### src/design/msf_pkg.sv
// Shared types, constants and helper functions of the maximum-sum submatrix finder.
// No dependencies; used by msf_ctrl, msf_dpath and max_submatrix_sum_finder.
package msf_pkg;

  localparam int MAX_ROWS   = 16;
  localparam int MAX_COLS   = 16;

  localparam int ELEM_W     = 16;
  localparam int CNT_W      = 5;
  localparam int IDX_OUT_W  = 4;
  localparam int SUM_OUT_W  = 24;
  localparam int CFG_IDX_W  = 8;
  localparam int CFG_DATA_W = 8;
  localparam int IN_DATA_W  = 16;
  localparam int OUT_DATA_W = 40;

  localparam int ROW_W  = (MAX_ROWS > 1) ? $clog2(MAX_ROWS) : 1;
  localparam int COL_W  = (MAX_COLS > 1) ? $clog2(MAX_COLS) : 1;
  localparam int DEPTH  = MAX_ROWS * MAX_COLS;
  localparam int ADDR_W = (DEPTH > 1) ? $clog2(DEPTH) : 1;

  // column prefix, band column sum, running band sum
  localparam int PFX_W  = ELEM_W + $clog2(MAX_ROWS);
  localparam int BAND_W = PFX_W + 1;
  localparam int RUN_W  = PFX_W + $clog2(MAX_COLS) + 1;
  localparam int SAT_W  = (RUN_W > SUM_OUT_W) ? RUN_W : SUM_OUT_W;

  localparam int SUM_MAX = 2 ** (SUM_OUT_W - 1) - 1;
  localparam int SUM_MIN = -(2 ** (SUM_OUT_W - 1));

  localparam logic [CNT_W-1:0] CNT_RESET = CNT_W'(16);

  typedef enum logic [CFG_IDX_W-1:0] {
    REG_ROW_COUNT = CFG_IDX_W'(0),
    REG_COL_COUNT = CFG_IDX_W'(1)
  } cfg_reg_e;

  typedef enum logic [1:0] {
    ST_LOAD,
    ST_SCAN,
    ST_DRAIN,
    ST_OUT
  } state_e;

  typedef struct packed {
    logic             load_en;
    logic [ROW_W-1:0] load_row;
    logic [COL_W-1:0] load_col;
    logic             scan_en;
    logic [ROW_W-1:0] top;
    logic [ROW_W-1:0] bot;
    logic [COL_W-1:0] col;
    logic             first_item;
    logic             last_item;
    logic             out_load;
  } cmd_t;

  typedef struct packed {
    logic scan_done;
  } sts_t;

  // Index of the last row in use: zero count acts as one, oversized clips.
  function automatic logic [ROW_W-1:0] last_row_idx(logic [CNT_W-1:0] cnt);
    logic [7:0] eff;
    if (cnt == '0) begin
      eff = 8'd1;
    end else if (int'(cnt) > MAX_ROWS) begin
      eff = 8'(MAX_ROWS);
    end else begin
      eff = 8'(cnt);
    end
    return ROW_W'(eff - 8'd1);
  endfunction

  function automatic logic [COL_W-1:0] last_col_idx(logic [CNT_W-1:0] cnt);
    logic [7:0] eff;
    if (cnt == '0) begin
      eff = 8'd1;
    end else if (int'(cnt) > MAX_COLS) begin
      eff = 8'(MAX_COLS);
    end else begin
      eff = 8'(cnt);
    end
    return COL_W'(eff - 8'd1);
  endfunction

endpackage

### src/design/msf_ctrl.sv
// Controller: count registers, load position, band/column sequencer and the
// result handshake. Depends on msf_pkg; drives msf_dpath through cmd_t.
module msf_ctrl (
  input  logic                              clk_i,
  input  logic                              rst_ni,
  input  logic                              s_valid_i,
  output logic                              s_ready_o,
  input  logic                              m_ready_i,
  output logic                              m_valid_o,
  input  logic                              cfg_valid_i,
  output logic                              cfg_ready_o,
  input  logic [msf_pkg::CFG_IDX_W-1:0]     cfg_index_i,
  input  logic [msf_pkg::CFG_DATA_W-1:0]    cfg_data_i,
  input  msf_pkg::sts_t                     sts_i,
  output msf_pkg::cmd_t                     cmd_o
);

  msf_pkg::state_e             state_d, state_q;
  logic [msf_pkg::CNT_W-1:0]   row_cnt_d, row_cnt_q, col_cnt_d, col_cnt_q;
  logic [msf_pkg::ROW_W-1:0]   load_row_d, load_row_q, top_d, top_q, bot_d, bot_q;
  logic [msf_pkg::COL_W-1:0]   load_col_d, load_col_q, col_d, col_q;
  logic                        out_valid_d, out_valid_q;
  logic [msf_pkg::ROW_W-1:0]   last_row;
  logic [msf_pkg::COL_W-1:0]   last_col;
  logic                        in_fire;

  always_ff @(posedge clk_i or negedge rst_ni) begin
    if (!rst_ni) begin
      state_q     <= msf_pkg::ST_LOAD;
      row_cnt_q   <= msf_pkg::CNT_RESET;
      col_cnt_q   <= msf_pkg::CNT_RESET;
      load_row_q  <= '0;
      load_col_q  <= '0;
      top_q       <= '0;
      bot_q       <= '0;
      col_q       <= '0;
      out_valid_q <= 1'b0;
    end else begin
      state_q     <= state_d;
      row_cnt_q   <= row_cnt_d;
      col_cnt_q   <= col_cnt_d;
      load_row_q  <= load_row_d;
      load_col_q  <= load_col_d;
      top_q       <= top_d;
      bot_q       <= bot_d;
      col_q       <= col_d;
      out_valid_q <= out_valid_d;
    end
  end

  always_comb begin
    last_row    = msf_pkg::last_row_idx(row_cnt_q);
    last_col    = msf_pkg::last_col_idx(col_cnt_q);
    s_ready_o   = (state_q == msf_pkg::ST_LOAD);
    cfg_ready_o = 1'b1;
    m_valid_o   = out_valid_q;
    in_fire     = s_valid_i && s_ready_o;

    state_d    = state_q;
    row_cnt_d  = row_cnt_q;
    col_cnt_d  = col_cnt_q;
    load_row_d = load_row_q;
    load_col_d = load_col_q;
    top_d      = top_q;
    bot_d      = bot_q;
    col_d      = col_q;
    cmd_o      = '0;

    cmd_o.load_row = load_row_q;
    cmd_o.load_col = load_col_q;
    cmd_o.top      = top_q;
    cmd_o.bot      = bot_q;
    cmd_o.col      = col_q;

    case (state_q)
      msf_pkg::ST_LOAD: begin
        if (in_fire) begin
          cmd_o.load_en = 1'b1;
          if (load_col_q == last_col) begin
            load_col_d = '0;
            if (load_row_q == last_row) begin
              // matrix complete: start the band scan
              load_row_d = '0;
              top_d      = '0;
              bot_d      = '0;
              col_d      = '0;
              state_d    = msf_pkg::ST_SCAN;
            end else begin
              load_row_d = load_row_q + 1'b1;
            end
          end else begin
            load_col_d = load_col_q + 1'b1;
          end
        end
      end
      msf_pkg::ST_SCAN: begin
        cmd_o.scan_en    = 1'b1;
        cmd_o.first_item = (top_q == '0) && (bot_q == '0) && (col_q == '0);
        cmd_o.last_item  = (top_q == last_row) && (bot_q == last_row) && (col_q == last_col);
        if (col_q == last_col) begin
          col_d = '0;
          if (bot_q == last_row) begin
            if (top_q == last_row) begin
              state_d = msf_pkg::ST_DRAIN;
            end else begin
              top_d = top_q + 1'b1;
              bot_d = top_q + 1'b1;
            end
          end else begin
            bot_d = bot_q + 1'b1;
          end
        end else begin
          col_d = col_q + 1'b1;
        end
      end
      msf_pkg::ST_DRAIN: begin
        if (sts_i.scan_done) begin
          state_d = msf_pkg::ST_OUT;
        end
      end
      msf_pkg::ST_OUT: begin
        // hold until the result register is free
        if (!out_valid_q || m_ready_i) begin
          cmd_o.out_load = 1'b1;
          state_d        = msf_pkg::ST_LOAD;
        end
      end
      default: begin
        state_d = msf_pkg::ST_LOAD;
      end
    endcase

    if (cmd_o.out_load) begin
      out_valid_d = 1'b1;
    end else if (out_valid_q && m_ready_i) begin
      out_valid_d = 1'b0;
    end else begin
      out_valid_d = out_valid_q;
    end

    if (cfg_valid_i && cfg_ready_o) begin
      case (cfg_index_i)
        msf_pkg::REG_ROW_COUNT: begin
          row_cnt_d  = cfg_data_i[msf_pkg::CNT_W-1:0];
          load_row_d = '0;
          load_col_d = '0;
        end
        msf_pkg::REG_COL_COUNT: begin
          col_cnt_d  = cfg_data_i[msf_pkg::CNT_W-1:0];
          load_row_d = '0;
          load_col_d = '0;
        end
        default: begin
          row_cnt_d = row_cnt_q;
        end
      endcase
    end
  end

endmodule

### config.mk
export PLATFORM = sky130hd
export DESIGN_NAME = msf_ctrl
export DESIGN_NICKNAME = d
export VERILOG_FILES = /design/src/design/msf_pkg.sv /design/src/design/msf_ctrl.sv
export SDC_FILE = /design/constraint.sdc
export NUM_CORES = 1
export LEC_CHECK = 0
export BUFFER_PORTS_ARGS = -buffer_cell sky130_fd_sc_hd__buf_4
export CAP_MARGIN = 20
export CORE_MARGIN = 2
export CORE_UTILIZATION = 55
export DETAILED_ROUTE_END_ITERATION = 8
export PLACE_DENSITY = 0.84
export SLEW_MARGIN = 20
export SYNTH_ARGS = -nofsm -noshare
export SYNTH_HDL_FRONTEND = slang
export SYNTH_SLANG_ARGS = --single-unit
### constraint.sdc
create_clock -name clk_i -period 3.5 [get_ports clk_i]
set_clock_uncertainty 0.15 [all_clocks]
set_input_delay 0.525 -clock clk_i [delete_from_list [all_inputs] [get_ports clk_i]]
set_output_delay 0.525 -clock clk_i [all_outputs]
set_load 0.02 [all_outputs]
* Word-level counts from Yosys, hierarchy flattened
Cells that the tools add are included.
** Storage, ports and cells
- Register bits :: 33
- Latch bits :: 0
- Logic and storage cells :: 105
- Bits in writable memories :: 0
- Memory bits (read-only) :: 0
- Bits of input ports :: 22
- Memories :: 0
- Output and inout port bits :: 28
** Operators by class
- Reduce and logical (&&, ||, !) cells :: 24
- Shift operators :: 0
- Mux-type cells :: 44
- Divide/modulo/power cells :: 0
- $mul :: 0
- Bitwise logic cells :: 0
- Eq/ne operators :: 19
- Add/subtract/negate cells :: 7
- $lt $le $gt $ge :: 2
** Operator list (count)
- $mux W4 :: 24
- $pmux W4 S2 :: 3
- $add A4 B1 Y4 const B :: 5
- $eq A4 B4 Y1 :: 5
- $mux W2 :: 9
- $logic_not A4 Y1 :: 3
- $ne A2 B2 Y1 const B :: 6
- $gt A5 B5 Y1 const B :: 2
- $logic_not A5 Y1 :: 2
- $eq A8 B1 Y1 const B :: 1
- $logic_not A8 Y1 :: 1
- $pmux W2 S4 :: 1
- $reduce_and A8 Y1 :: 1
- $sub A4 B1 Y4 const B :: 2
- $mux W1 :: 7
- $reduce_and A7 Y1 :: 1
- $logic_and A1 B1 Y1 :: 6
- $ne A2 B1 Y1 const B :: 3
- $reduce_and A6 Y1 :: 1
- $eq A2 B2 Y1 const B :: 2
- $reduce_and A2 Y1 :: 2
- $reduce_and A4 Y1 :: 1
- $reduce_bool A2 Y1 :: 2
- $ne A3 B3 Y1 const B :: 1
- 5 further kinds :: 5

* Logic depth before layout (Yosys ltp)
Gate-level depths: netlist of run 1.
- Word-level depth :: 11
- Mapped depth :: 12
- Gate-level depth less buffers :: 11

* Worst setup path after synthesis of run 1
Ideal clock, no wire load.
- Path type :: reg-to-output
- Start :: reg row_cnt_q[1] (netlist bit)
- End :: out cmd_o[1] (netlist bit)
- Data required time :: 2825 ps
- Arrival time :: 2881 ps
- Setup slack :: -56 ps
- Buffers on the path :: 1
- Stages on the path, launching flop included :: 11
- Cells stage by stage :: dfrtp_1 -> nor3_1 -> nor2_1 -> nor2_1 -> clkinv_1 -> ha_1 -> xnor2_1 -> nor4_1 -> clkbuf_1 -> nand3_1 -> nor4_1
** RTL lines
- start, declared :: line msf_ctrl.sv:19 : logic [msf_pkg::CNT_W-1:0] row_cnt_d, row_cnt_q, col_cnt_d, col_cnt_q;
- start signal, assigned :: line msf_ctrl.sv:30 : row_cnt_q <= msf_pkg::CNT_RESET;
- start signal, assigned :: line msf_ctrl.sv:40 : row_cnt_q <= row_cnt_d;
- end, declared :: line msf_ctrl.sv:15 : output msf_pkg::cmd_t cmd_o

==> impl_metrics.prom, run 1 <==
# TYPE chip_impl_metric gauge
chip_impl_info{name="run_status",value="finished, final reports clean"} 1
chip_impl_metric{name="synth.ff_latch_count",unit=""} 33
chip_impl_metric{name="synth-edff-count",unit=""} 0
chip_impl_info{name="synth_top_cells_by_count",value="31 x dfrtp_1, 20 x nand2_1, 14 x ha_1, 14 x xnor2_1"} 1
chip_impl_metric{name="cellPowerDensity",unit="nW/µm²"} 878
chip_impl_metric{name="share_clk_of_total_power",unit=""} 0.149
chip_impl_metric{name="placementRows",unit=""} 23
chip_impl_metric{name="placed_cells",unit=""} 328
chip_impl_metric{name="gp_routability_congestion",unit=""} 0.849
chip_impl_metric{name="fillerInstances",unit=""} 310
chip_impl_metric{name="start_util",unit=""} 0.573
chip_impl_info{name="timing_worst_setup_path_type",value="flop to output pin"} 1
chip_impl_metric{name="synth.net_count",unit=""} 274
chip_impl_metric{name="die_width",unit="µm"} 68.8
chip_impl_metric{name="grt_antenna_before_repair",unit=""} 0
chip_impl_metric{name="achievable-frequency",unit="GHz"} 0.301
chip_impl_info{name="cell_with_the_most_instances_after_synthesis",value="dfrtp_1"} 1
chip_impl_metric{name="maxSlewViolCount",unit=""} 0
chip_impl_metric{name="clk_pin_slew",unit="ps"} 70
chip_impl_metric{name="asyncSetResetFlopFracSynth",unit=""} 1.00
chip_impl_metric{name="post_layout_nonfiller_instances",unit=""} 341
chip_impl_metric{name="cts.sink_count",unit=""} 33
chip_impl_metric{name="route.final.wire_length",unit="µm"} 5550
chip_impl_metric{name="period_share",unit=""} 0.950
chip_impl_metric{name="critical_path_arrival",unit="ps"} 2650
chip_impl_metric{name="layout.cell_area.non_filler",unit="µm²"} 2880
chip_impl_metric{name="floorplan.io_pins",unit=""} 50
chip_impl_metric{name="period_needed",unit="ps"} 3320
chip_impl_metric{name="floorplan.core_area",unit="µm²"} 4030
chip_impl_info{name="netlist_top_cells_area",value="dfrtp_1 34%, ha_1 7.6%, mux2_2 5.9%"} 1
chip_impl_metric{name="design.die.area",unit="µm²"} 4730
chip_impl_metric{name="grt_pass1_wl",unit="µm"} 8670
chip_impl_metric{name="detailedRoute.firstIterationViolations",unit=""} 206
chip_impl_metric{name="port-buffer-count",unit=""} 45
chip_impl_info{name="yosys.area.top_type",value="dfrtp_1"} 1
chip_impl_metric{name="antennaDiodeCount",unit=""} 0
chip_impl_metric{name="hold_buffers",unit=""} 0
chip_impl_metric{name="synthesized_cell_area",unit="µm²"} 2310
chip_impl_metric{name="worst_ep_required_time",unit="ps"} 2820
chip_impl_metric{name="route.detailed.drc",unit=""} 0
chip_impl_metric{name="post_drt_wl_per_cell",unit="µm"} 16.3
chip_impl_metric{name="switching_share",unit=""} 0.448
chip_impl_metric{name="max_slew.worst_pin.slew",unit="ps"} 710
chip_impl_metric{name="placed_area",unit="µm²"} 2700
chip_impl_metric{name="peakVddDrop",unit="mV"} 0.395
chip_impl_metric{name="synth_cells",unit=""} 238
chip_impl_metric{name="synth-warning-count",unit=""} 0
chip_impl_metric{name="leakage_power",unit="nW"} 1.36
chip_impl_info{name="leading_register_cell_type_out_of_synthesis",value="dfrtp_1"} 1
chip_impl_info{name="cp_slowest_cell",value="dfrtp_1"} 1
chip_impl_metric{name="final.setup.tns",unit="ps"} 0
chip_impl_metric{name="setup_viol",unit=""} 0
chip_impl_metric{name="post_synthesis_sequential_area_ratio",unit=""} 0.359
chip_impl_metric{name="synth_top_area_frac",unit=""} 0.336
chip_impl_metric{name="max_stage_delay",unit="ps"} 410
chip_impl_metric{name="p_comb_frac",unit=""} 0.589
chip_impl_metric{name="synth.avg_cell_area",unit="µm²"} 9.70
chip_impl_metric{name="max-cap-violations",unit=""} 0
chip_impl_metric{name="areaGrowthSynthToFinish",unit="%"} 24.6
chip_impl_metric{name="share_seq_of_total_power",unit=""} 0.262
chip_impl_metric{name="highest_fanout_seen_on_the_critical_path",unit=""} 4
chip_impl_metric{name="deepest_level_of_the_cts_h_tree",unit=""} 2
chip_impl_metric{name="grt_max_degree",unit=""} 34
chip_impl_info{name="cts.root.buffer_cell",value="clkbuf_8"} 1
chip_impl_metric{name="timing_hold_violations_final",unit=""} 0
chip_impl_metric{name="place_hpwl",unit="µm"} 3900
chip_impl_metric{name="routed-via-count",unit=""} 1990
chip_impl_metric{name="vias_per_cell",unit=""} 5.84
chip_impl_metric{name="power.switching",unit="W"} 0.00113
chip_impl_info{name="setup.worst_path.end_class",value="output pin"} 1
chip_impl_metric{name="drive_above_1_share",unit=""} 0.306
chip_impl_metric{name="die_height",unit="µm"} 68.8
chip_impl_metric{name="nets",unit=""} 326
chip_impl_info{name="cts_tree",value="yes"} 1
chip_impl_info{name="grt_setup_unrepaired",value="no"} 1
chip_impl_metric{name="multi_input_area",unit="µm²"} 1410
chip_impl_metric{name="report.power.total",unit="W"} 0.00252
chip_impl_metric{name="antenna_violating_nets_post_route",unit=""} 0
chip_impl_info{name="crit_path_start_kind",value="flop"} 1
chip_impl_metric{name="cts-buffers-inserted",unit=""} 5
chip_impl_metric{name="internal_power",unit="W"} 0.00139
chip_impl_metric{name="first_global_vias",unit=""} 1861
chip_impl_metric{name="detailedRoute.firstPassIterationCount",unit=""} 4
chip_impl_metric{name="grt_overflow_total",unit=""} 0
chip_impl_info{name="path_cells",value="nor3_2, nor2_1, nor2_2, clkinv_1, ha_2, xnor2_1, a211oi_2, and2_4, nand3_1, nor4_2, buf_4"} 1
chip_impl_info{name="min_path_type",value="primary input to async pin"} 1
chip_impl_metric{name="ff_latch_area",unit="µm²"} 828
chip_impl_metric{name="clockBufferDepth",unit=""} 2
chip_impl_metric{name="worst_skew_pair.late_latency",unit="ps"} 290
chip_impl_metric{name="timing.slew.headroom",unit=""} 0.527
chip_impl_metric{name="grt_total_usage",unit=""} 0.248
chip_impl_metric{name="timing.hold.ws",unit="ps"} 15.9
chip_impl_metric{name="synthDistinctLibCells",unit=""} 51
==> path summary, 6_finish.rpt <==
check	start	endpoint	slack, ps	depth (start not counted)
worst max-delay path	row_cnt_q[2]	cmd_o[1]	180	11
worst min-delay path	rst_ni	col_q[2]	20	1
worst max register to register	row_cnt_q[2]	top_q[0]	330	11
worst min register to register	m_valid_o	m_valid_o	400	2
max in group asynchronous	rst_ni	row_cnt_q[4]	2840	1
min in group clk_i	cfg_data_i[2]	col_cnt_q[2]	330	2
==> sequential cells by signal, summed over array words and instances (netlist names) <==
register / cells
col_cnt_q: 5
load_col_q: 4
load_row_q: 4
row_cnt_q: 5
bot_q: 4
state_q: 2
col_q: 4
top_q: 4
m_valid_o: 1
==> cells by family (layout without fill, tap and decap cells) <==
logic type	count (synthesis)	after routing	synth area share
simple gates	83	83	0.191
buf+inv	23	76	0.0423
mux	14	14	0.0672
xor+xnor	27	27	0.121
other cells	1	1	0.00162
fa+ha+maj	14	14	0.0759
flops	33	33	0.359
compound gates	43	43	0.143
==> final cells by class <==
cell class / instances / share of cell area
Timing Repair Buffer: 55 / 0.144
Multi-Input combinational cell: 182 / 0.489
Inverter: 13 / 0.0170
Clock buffer: 7 / 0.0300
Tap cell: 50 / 0.0217
Sequential cell: 33 / 0.288
Clock inverter: 1 / 0.0104
==> worst max-delay path, delay by kind of cell (launching register included) <==
family	cells	cell delay, ps
flops	1	410
buf+inv	2	290
xor+xnor	1	160
fa+ha+maj	1	330
compound gates	1	210
simple gates	6	970
==> power by group through the flow <==
stage | registers [W] | logic (W) | clock network, W
CTS | 0.000656 | 0.00142 | 0.000376
global route | 0.000680 | 0.00163 | 0.000395
detailed placement | 0.000661 | 0.00140 | 0
global placement | 0.000659 | 0.00135 | 0
floorplan | 0.000720 | 0.000899 | 0
finish | 0.000662 | 0.00149 | 0.000375
==> per-stage QoR <==
| stage | setup WS, ps | utilization |
|---|---|---|
| final | 176 | 0.714 |
| after global routing | 30.4 | 0.714 |
| after CTS | 6.31 | 0.700 |
| after detailed placement | 254 | 0.671 |
| after global placement | 327 | 0.671 |
| after floorplan | 164 | - |
==> timing repair <==
| action | CTS | global route |
|---|---|---|
| endpoints found under the hold margin | 0 | 0 |
| resized for setup | 1 | 5 |
| buffers inserted | 0 | 5 |
| endpoints found under the setup margin | 1 | 2 |
| pin swaps | 0 | 7 |
==> placed cells by master (no fill, tap or decap), drive strengths merged, types with 10 or more instances in the layout <==
cell type / n
buf: 55
nor2: 11
mux2: 12
xnor2: 14
inv: 12
xor2: 10
nand2: 20
o21ai: 11
ha: 14
dfrtp: 31
==> metal layers <==
metal  share of wire  GRT usage  wire, µm  vias up
li1                -          -         -      949
met1            0.42      0.333      2360      958
met2            0.50      0.392      2800       75
met3           0.061     0.0552       339        8
met4          0.0092     0.0907        51        0
met5               0          0         0        -
Note: power is estimated with default switching activity, not from simulation.
==> run 2, diff against run 1 <==
--- a/config.mk
+++ b/config.mk
@@ -7,10 +7,12 @@
 export LEC_CHECK = 0
 export BUFFER_PORTS_ARGS = -buffer_cell sky130_fd_sc_hd__buf_4
 export CAP_MARGIN = 20
+export CORE_ASPECT_RATIO = 0.5
 export CORE_MARGIN = 2
 export CORE_UTILIZATION = 55
 export DETAILED_ROUTE_END_ITERATION = 8
 export PLACE_DENSITY = 0.84
+export SKIP_LAST_GASP = 1
 export SLEW_MARGIN = 20
 export SYNTH_ARGS = -nofsm -noshare
 export SYNTH_HDL_FRONTEND = slang
==> impl_metrics.prom, run 2 (synthesis gave the netlist of run 1 again) <==
# TYPE chip_impl_metric gauge
chip_impl_metric{name="clockBufferDepth",unit=""} 2
chip_impl_metric{name="placed_area",unit="µm²"} 2710
chip_impl_metric{name="critical_path.n_buffers_inverters",unit=""} 3
chip_impl_metric{name="share_seq_of_total_power",unit=""} 0.256
chip_impl_metric{name="max-cap-violations",unit=""} 0
chip_impl_info{name="crit_path_top_cell_by_count",value="buf_4"} 1
chip_impl_info{name="grt_setup_unrepaired",value="no"} 1
chip_impl_metric{name="peakVddDrop",unit="mV"} 0.339
chip_impl_metric{name="grt_max_degree",unit=""} 34
chip_impl_metric{name="post_drt_wl_per_cell",unit="µm"} 15.4
chip_impl_metric{name="grt_util_met1",unit=""} 0.311
chip_impl_metric{name="design.die.area",unit="µm²"} 4760
chip_impl_info{name="layout_top_registers",value="col_cnt_q (5), row_cnt_q (5)"} 1
chip_impl_metric{name="critical_path_arrival",unit="ps"} 2590
chip_impl_metric{name="leakage_power",unit="nW"} 1.37
chip_impl_metric{name="layout.cell_area.non_filler",unit="µm²"} 2900
chip_impl_metric{name="drive_above_1_share",unit=""} 0.309
chip_impl_metric{name="setup_viol",unit=""} 0
chip_impl_info{name="commonest_non_fill_non_tap_cells_in_the_layout",value="55 x buf_4, 31 x dfrtp_1, 20 x nand2_1"} 1
chip_impl_metric{name="areaGrowthSynthToFinish",unit="%"} 25.7
chip_impl_info{name="crit_path_start_kind",value="flop"} 1
chip_impl_metric{name="nets",unit=""} 326
chip_impl_metric{name="grt_util_met2",unit=""} 0.403
chip_impl_metric{name="max_slew.worst_pin.slew",unit="ps"} 702
chip_impl_metric{name="reg2reg_slack",unit="ps"} 390
chip_impl_metric{name="achievable-frequency",unit="GHz"} 0.306
chip_impl_metric{name="final.setup.tns",unit="ps"} 0
chip_impl_metric{name="timing.slew.headroom",unit=""} 0.532
chip_impl_metric{name="die_height",unit="µm"} 49.8
chip_impl_metric{name="place_hpwl",unit="µm"} 3970
chip_impl_metric{name="grt_total_usage",unit=""} 0.240
chip_impl_metric{name="timing_hold_violations_final",unit=""} 0
chip_impl_metric{name="clk_pin_slew",unit="ps"} 70
chip_impl_metric{name="antenna_violating_nets_post_route",unit=""} 0
chip_impl_metric{name="power.switching",unit="W"} 0.00112
chip_impl_info{name="critical_path.reg2reg.endpoint",value="top_q[1]"} 1
chip_impl_metric{name="internal_power",unit="W"} 0.00146
chip_impl_metric{name="worst_skew_pair.late_latency",unit="ps"} 280
chip_impl_metric{name="placementRows",unit=""} 16
chip_impl_metric{name="cts-buffers-inserted",unit=""} 5
chip_impl_metric{name="routed-via-count",unit=""} 2017
chip_impl_info{name="cp_top_family",value="simple AND/OR/NAND/NOR gates"} 1
chip_impl_metric{name="met3_usage",unit=""} 0.0627
chip_impl_metric{name="cts.sink_count",unit=""} 33
chip_impl_metric{name="vias_per_cell",unit=""} 5.85
chip_impl_metric{name="report.power.total",unit="W"} 0.00258
chip_impl_metric{name="period_share",unit=""} 0.932
chip_impl_metric{name="max_stage_delay",unit="ps"} 410
chip_impl_metric{name="floorplan.core_area",unit="µm²"} 3960
chip_impl_metric{name="first_global_vias",unit=""} 1952
chip_impl_metric{name="detailedRoute.firstIterationViolations",unit=""} 89
chip_impl_metric{name="port-buffer-count",unit=""} 45
chip_impl_metric{name="route.final.wire_length",unit="µm"} 5320
chip_impl_metric{name="worst_r2r_path_depth",unit=""} 11
chip_impl_info{name="cts_tree",value="yes"} 1
chip_impl_info{name="cp_slowest_cell",value="dfrtp_1"} 1
chip_impl_metric{name="grt_antenna_before_repair",unit=""} 0
chip_impl_metric{name="start_util",unit=""} 0.582
chip_impl_info{name="leading_cell_type_in_the_layout_fill_and_taps_excluded",value="buf_4"} 1
chip_impl_metric{name="p_comb_frac",unit=""} 0.578
chip_impl_metric{name="post_layout_nonfiller_instances",unit=""} 345
chip_impl_metric{name="gp_routability_congestion",unit=""} 0.886
chip_impl_metric{name="switching_share",unit=""} 0.433
chip_impl_metric{name="detailedRoute.firstPassIterationCount",unit=""} 4
chip_impl_metric{name="route.detailed.drc",unit=""} 0
chip_impl_metric{name="grt_overflow_total",unit=""} 0
chip_impl_info{name="cts.root.buffer_cell",value="clkbuf_8"} 1
chip_impl_info{name="timing_worst_setup_path_type",value="flop to output pin"} 1
chip_impl_info{name="min_path_type",value="primary input to async pin"} 1
chip_impl_metric{name="maxSlewViolCount",unit=""} 0
chip_impl_info{name="grt.busiest_layer",value="met2"} 1
chip_impl_metric{name="grt_pass1_wl",unit="µm"} 8800
chip_impl_info{name="setup.worst_path.end_class",value="output pin"} 1
chip_impl_metric{name="placed_cells",unit=""} 332
chip_impl_metric{name="antennaDiodeCount",unit=""} 0
chip_impl_metric{name="floorplan.io_pins",unit=""} 50
chip_impl_metric{name="highest_fanout_seen_on_the_critical_path",unit=""} 4
chip_impl_info{name="r2r_start",value="row_cnt_q[1]"} 1
chip_impl_metric{name="die_width",unit="µm"} 95.6
chip_impl_metric{name="deepest_level_of_the_cts_h_tree",unit=""} 2
chip_impl_info{name="run_status",value="finished, final reports clean"} 1
chip_impl_metric{name="cellPowerDensity",unit="nW/µm²"} 889
chip_impl_metric{name="period_needed",unit="ps"} 3260
chip_impl_info{name="path_cells",value="nor3_2, nor2_1, nor2_2, inv_2, ha_4, xnor2_1, nor4_1, buf_4, nand3_1, nor4_2, buf_4"} 1
chip_impl_metric{name="share_clk_of_total_power",unit=""} 0.166
chip_impl_metric{name="worst_ep_required_time",unit="ps"} 2820
==> run 2: layer usage <==
| metal | vias up | part of all wire |
|---|---|---|
| li1 | 951 | - |
| met4 | 0 | 0.010 |
| met1 | 978 | 0.43 |
| met2 | 79 | 0.48 |
| met5 | - | 0 |
| met3 | 9 | 0.072 |
==> run 2: worst max path at each step <==
stage          slack [ps]  depth (start not counted)  endpoint          from
2_1_floorplan         160                         10  cmd_o[1]  row_cnt_q[1]
3_3_place_gp          270                         11  cmd_o[1]  row_cnt_q[1]
3_5_place_dp          190                         11  cmd_o[1]  row_cnt_q[1]
4_1_cts                60                         11  cmd_o[1]  row_cnt_q[1]
5_1_grt                20                         11  cmd_o[1]  row_cnt_q[1]
6_report              240                         11  cmd_o[1]  row_cnt_q[1]
==> run 2: power groups by stage <==
| stage | combinational [W] | sequential (W) | clock, W |
|---|---|---|---|
| after floorplan | 0.000899 | 0.000720 | 0 |
| after global placement | 0.00134 | 0.000658 | 0 |
| after detailed placement | 0.00140 | 0.000664 | 0 |
| after CTS | 0.00142 | 0.000658 | 0.000433 |
| after global routing | 0.00162 | 0.000679 | 0.000450 |
| final | 0.00149 | 0.000662 | 0.000428 |
==> run 2: per-stage QoR <==
step,utilization,setup slack (ps),hold slack (ps)
2_1_floorplan,-,164,79.4
3_3_place_gp,0.683,266,338
3_5_place_dp,0.683,186,344
4_1_cts,0.718,60.3,34.9
5_1_grt,0.732,18.5,45.8
6_report,0.732,237,26.0
==> run 2: timing repair <==
item	in CTS	in global routing
pin swaps	1	6
endpoints found under the setup margin	1	1
hold buffers	0	0
gates resized for setup	3	4
setup buffers	0	5
==> run 2: cell type report <==
cell class	count	area, µm²
timing repair buffer	55	413
sequential	33	828
fill	297	1060
multi-input combinational	182	1410
clock inverter	3	65.1
tap	54	67.6
clock buffer	5	68.8
inverter	13	48.8
==> run 3, diff against run 2 <==
--- a/config.mk
+++ b/config.mk
@@ -11,7 +11,7 @@
 export CORE_MARGIN = 2
 export CORE_UTILIZATION = 55
 export DETAILED_ROUTE_END_ITERATION = 8
-export PLACE_DENSITY = 0.84
+export PLACE_DENSITY_LB_ADDON = 0.25
 export SKIP_LAST_GASP = 1
 export SLEW_MARGIN = 20
 export SYNTH_ARGS = -nofsm -noshare
==> impl_metrics.prom, run 3 (synthesis gave the netlist of run 1 again) <==
# TYPE chip_impl_metric gauge
chip_impl_metric{name="antenna_violating_nets_post_route",unit=""} 0
chip_impl_metric{name="hold_buffers",unit=""} 0
chip_impl_metric{name="power.switching",unit="W"} 0.00114
chip_impl_metric{name="achievable-frequency",unit="GHz"} 0.291
chip_impl_metric{name="max_slew.worst_pin.slew",unit="ps"} 690
chip_impl_metric{name="highest_fanout_seen_on_the_critical_path",unit=""} 4
chip_impl_metric{name="drive_above_1_share",unit=""} 0.321
chip_impl_metric{name="max_stage_delay",unit="ps"} 430
chip_impl_metric{name="leakage_power",unit="nW"} 1.39
chip_impl_metric{name="placed_cells",unit=""} 332
chip_impl_metric{name="start_util",unit=""} 0.582
chip_impl_metric{name="grt_antenna_before_repair",unit=""} 0
chip_impl_metric{name="routed-via-count",unit=""} 2023
chip_impl_metric{name="design.die.area",unit="µm²"} 4760
chip_impl_metric{name="clockBufferDepth",unit=""} 2
chip_impl_metric{name="grt_total_usage",unit=""} 0.247
chip_impl_metric{name="vias_per_cell",unit=""} 5.78
chip_impl_metric{name="switching_share",unit=""} 0.444
chip_impl_metric{name="clk_pin_slew",unit="ps"} 70
chip_impl_metric{name="report.power.total",unit="W"} 0.00257
chip_impl_metric{name="share_clk_of_total_power",unit=""} 0.147
chip_impl_metric{name="grt_max_degree",unit=""} 34
chip_impl_metric{name="internal_power",unit="W"} 0.00143
chip_impl_info{name="run_status",value="finished, final reports clean"} 1
chip_impl_metric{name="detailedRoute.firstIterationViolations",unit=""} 86
chip_impl_metric{name="placed_area",unit="µm²"} 2710
chip_impl_metric{name="cts-buffers-inserted",unit=""} 5
chip_impl_metric{name="worst_ep_required_time",unit="ps"} 2820
chip_impl_metric{name="max-cap-violations",unit=""} 0
chip_impl_metric{name="first_global_vias",unit=""} 1893
chip_impl_metric{name="floorplan.io_pins",unit=""} 50
chip_impl_metric{name="antennaDiodeCount",unit=""} 0
chip_impl_info{name="min_path_type",value="primary input to async pin"} 1
chip_impl_metric{name="period_share",unit=""} 0.982
chip_impl_info{name="cp_top_family",value="simple AND/OR/NAND/NOR gates"} 1
chip_impl_metric{name="setup_slack",unit="ps"} 62.7
chip_impl_info{name="leading_cell_type_in_the_layout_fill_and_taps_excluded",value="buf_4"} 1
chip_impl_metric{name="gp_routability_congestion",unit=""} 0.885
chip_impl_metric{name="place_hpwl",unit="µm"} 3940
chip_impl_info{name="layout_top_registers",value="col_cnt_q (5), row_cnt_q (5)"} 1
chip_impl_info{name="crit_path_start_kind",value="flop"} 1
chip_impl_info{name="timing_worst_setup_path_type",value="flop to output pin"} 1
chip_impl_metric{name="post_drt_wl_per_cell",unit="µm"} 16.1
chip_impl_metric{name="worst_skew_pair.late_latency",unit="ps"} 290
chip_impl_metric{name="cellPowerDensity",unit="nW/µm²"} 876
chip_impl_metric{name="post_layout_nonfiller_instances",unit=""} 350
chip_impl_metric{name="die_height",unit="µm"} 49.8
chip_impl_metric{name="period_needed",unit="ps"} 3440
chip_impl_info{name="cp_slowest_cell",value="dfrtp_1"} 1
chip_impl_metric{name="critical_path.n_buffers_inverters",unit=""} 2
chip_impl_metric{name="route.detailed.drc",unit=""} 0
chip_impl_metric{name="port-buffer-count",unit=""} 45
chip_impl_metric{name="die_width",unit="µm"} 95.6
chip_impl_metric{name="cts.sink_count",unit=""} 33
chip_impl_metric{name="utilization",unit=""} 0.739
chip_impl_metric{name="share_seq_of_total_power",unit=""} 0.258
chip_impl_info{name="cts.root.buffer_cell",value="clkbuf_8"} 1
chip_impl_metric{name="peakVddDrop",unit="mV"} 0.311
chip_impl_metric{name="p_comb_frac",unit=""} 0.595
chip_impl_metric{name="areaGrowthSynthToFinish",unit="%"} 26.9
chip_impl_metric{name="placementRows",unit=""} 16
chip_impl_metric{name="deepest_level_of_the_cts_h_tree",unit=""} 2
chip_impl_info{name="cts_tree",value="yes"} 1
chip_impl_metric{name="critical_path_arrival",unit="ps"} 2760
chip_impl_metric{name="timing_hold_violations_final",unit=""} 0
chip_impl_metric{name="maxSlewViolCount",unit=""} 0
chip_impl_metric{name="timing.slew.headroom",unit=""} 0.540
chip_impl_metric{name="floorplan.core_area",unit="µm²"} 3960
chip_impl_metric{name="grt_overflow_total",unit=""} 0
chip_impl_metric{name="grt_pass1_wl",unit="µm"} 8950
chip_impl_metric{name="route.final.wire_length",unit="µm"} 5630
chip_impl_metric{name="detailedPlace.worstSlack",unit="ps"} 180
chip_impl_info{name="setup.worst_path.end_class",value="output pin"} 1
chip_impl_info{name="path_cells",value="nor3_2, nor2_1, nor2_2, inv_2, ha_4, xor3_1, a211oi_2, and2_4, nand3_1, nor4_2, buf_4"} 1
chip_impl_metric{name="layout.cell_area.non_filler",unit="µm²"} 2930
chip_impl_info{name="commonest_non_fill_non_tap_cells_in_the_layout",value="60 x buf_4, 31 x dfrtp_1, 20 x nand2_1"} 1
chip_impl_metric{name="nets",unit=""} 331
chip_impl_metric{name="detailedRoute.firstPassIterationCount",unit=""} 4
chip_impl_metric{name="setup_viol",unit=""} 0
-- run 3: metal layers --
layer / GRT usage / part of all wire / vias to the layer above
met2: 0.394 / 0.48 / 69
met3: 0.0581 / 0.062 / 13
met1: 0.332 / 0.44 / 974
li1: - / - / 967
met5: 0 / 0 / -
met4: 0.0833 / 0.017 / 0
-- run 3: what timing repair did --
| item | CTS | global route |
|---|---|---|
| buffers inserted | 1 | 9 |
| resized for setup | 3 | 5 |
| endpoints found under the setup margin | 1 | 1 |
| pin swaps | 2 | 5 |
-- run 3: path summary, 6_finish.rpt --
| kind | from | endpoint | slack [ps] | cells after the start |
|---|---|---|---|---|
| max | row_cnt_q[2] | cmd_o[1] | 60 | 11 |
| min | rst_ni | top_q[0] | 10 | 1 |
| max reg2reg | row_cnt_q[2] | top_q[1] | 330 | 12 |
| min reg2reg | m_valid_o | m_valid_o | 390 | 2 |
| max in group asynchronous | rst_ni | row_cnt_q[4] | 2840 | 1 |
| min in group clk_i | cfg_data_i[0] | col_cnt_q[0] | 320 | 2 |
-- run 3: power groups by stage --
stage	sequential [W]	clock (W)	combinational, W
after global routing	0.000684	0.000401	0.00165
after floorplan	0.000720	0	0.000899
after detailed placement	0.000663	0	0.00139
after CTS	0.000658	0.000384	0.00142
final	0.000663	0.000377	0.00153
after global placement	0.000659	0	0.00135
-- run 3: layout make-up --
type                       instances  area [µm²]
timing repair buffer              60         450
clock buffer                       7        86.3
sequential                        33         828
multi-input combinational        182        1420
clock inverter                     1        30.0
tap                               54        67.6
fill                             281        1030
inverter                          13        48.8
-- run 3: stage by stage --
stage	hold WS [ps]	setup TNS [ps]
2_1_floorplan	79.4	0
3_3_place_gp	341	0
3_5_place_dp	348	0
4_1_cts	33.9	0
5_1_grt	47.2	-104
6_report	13.9	0
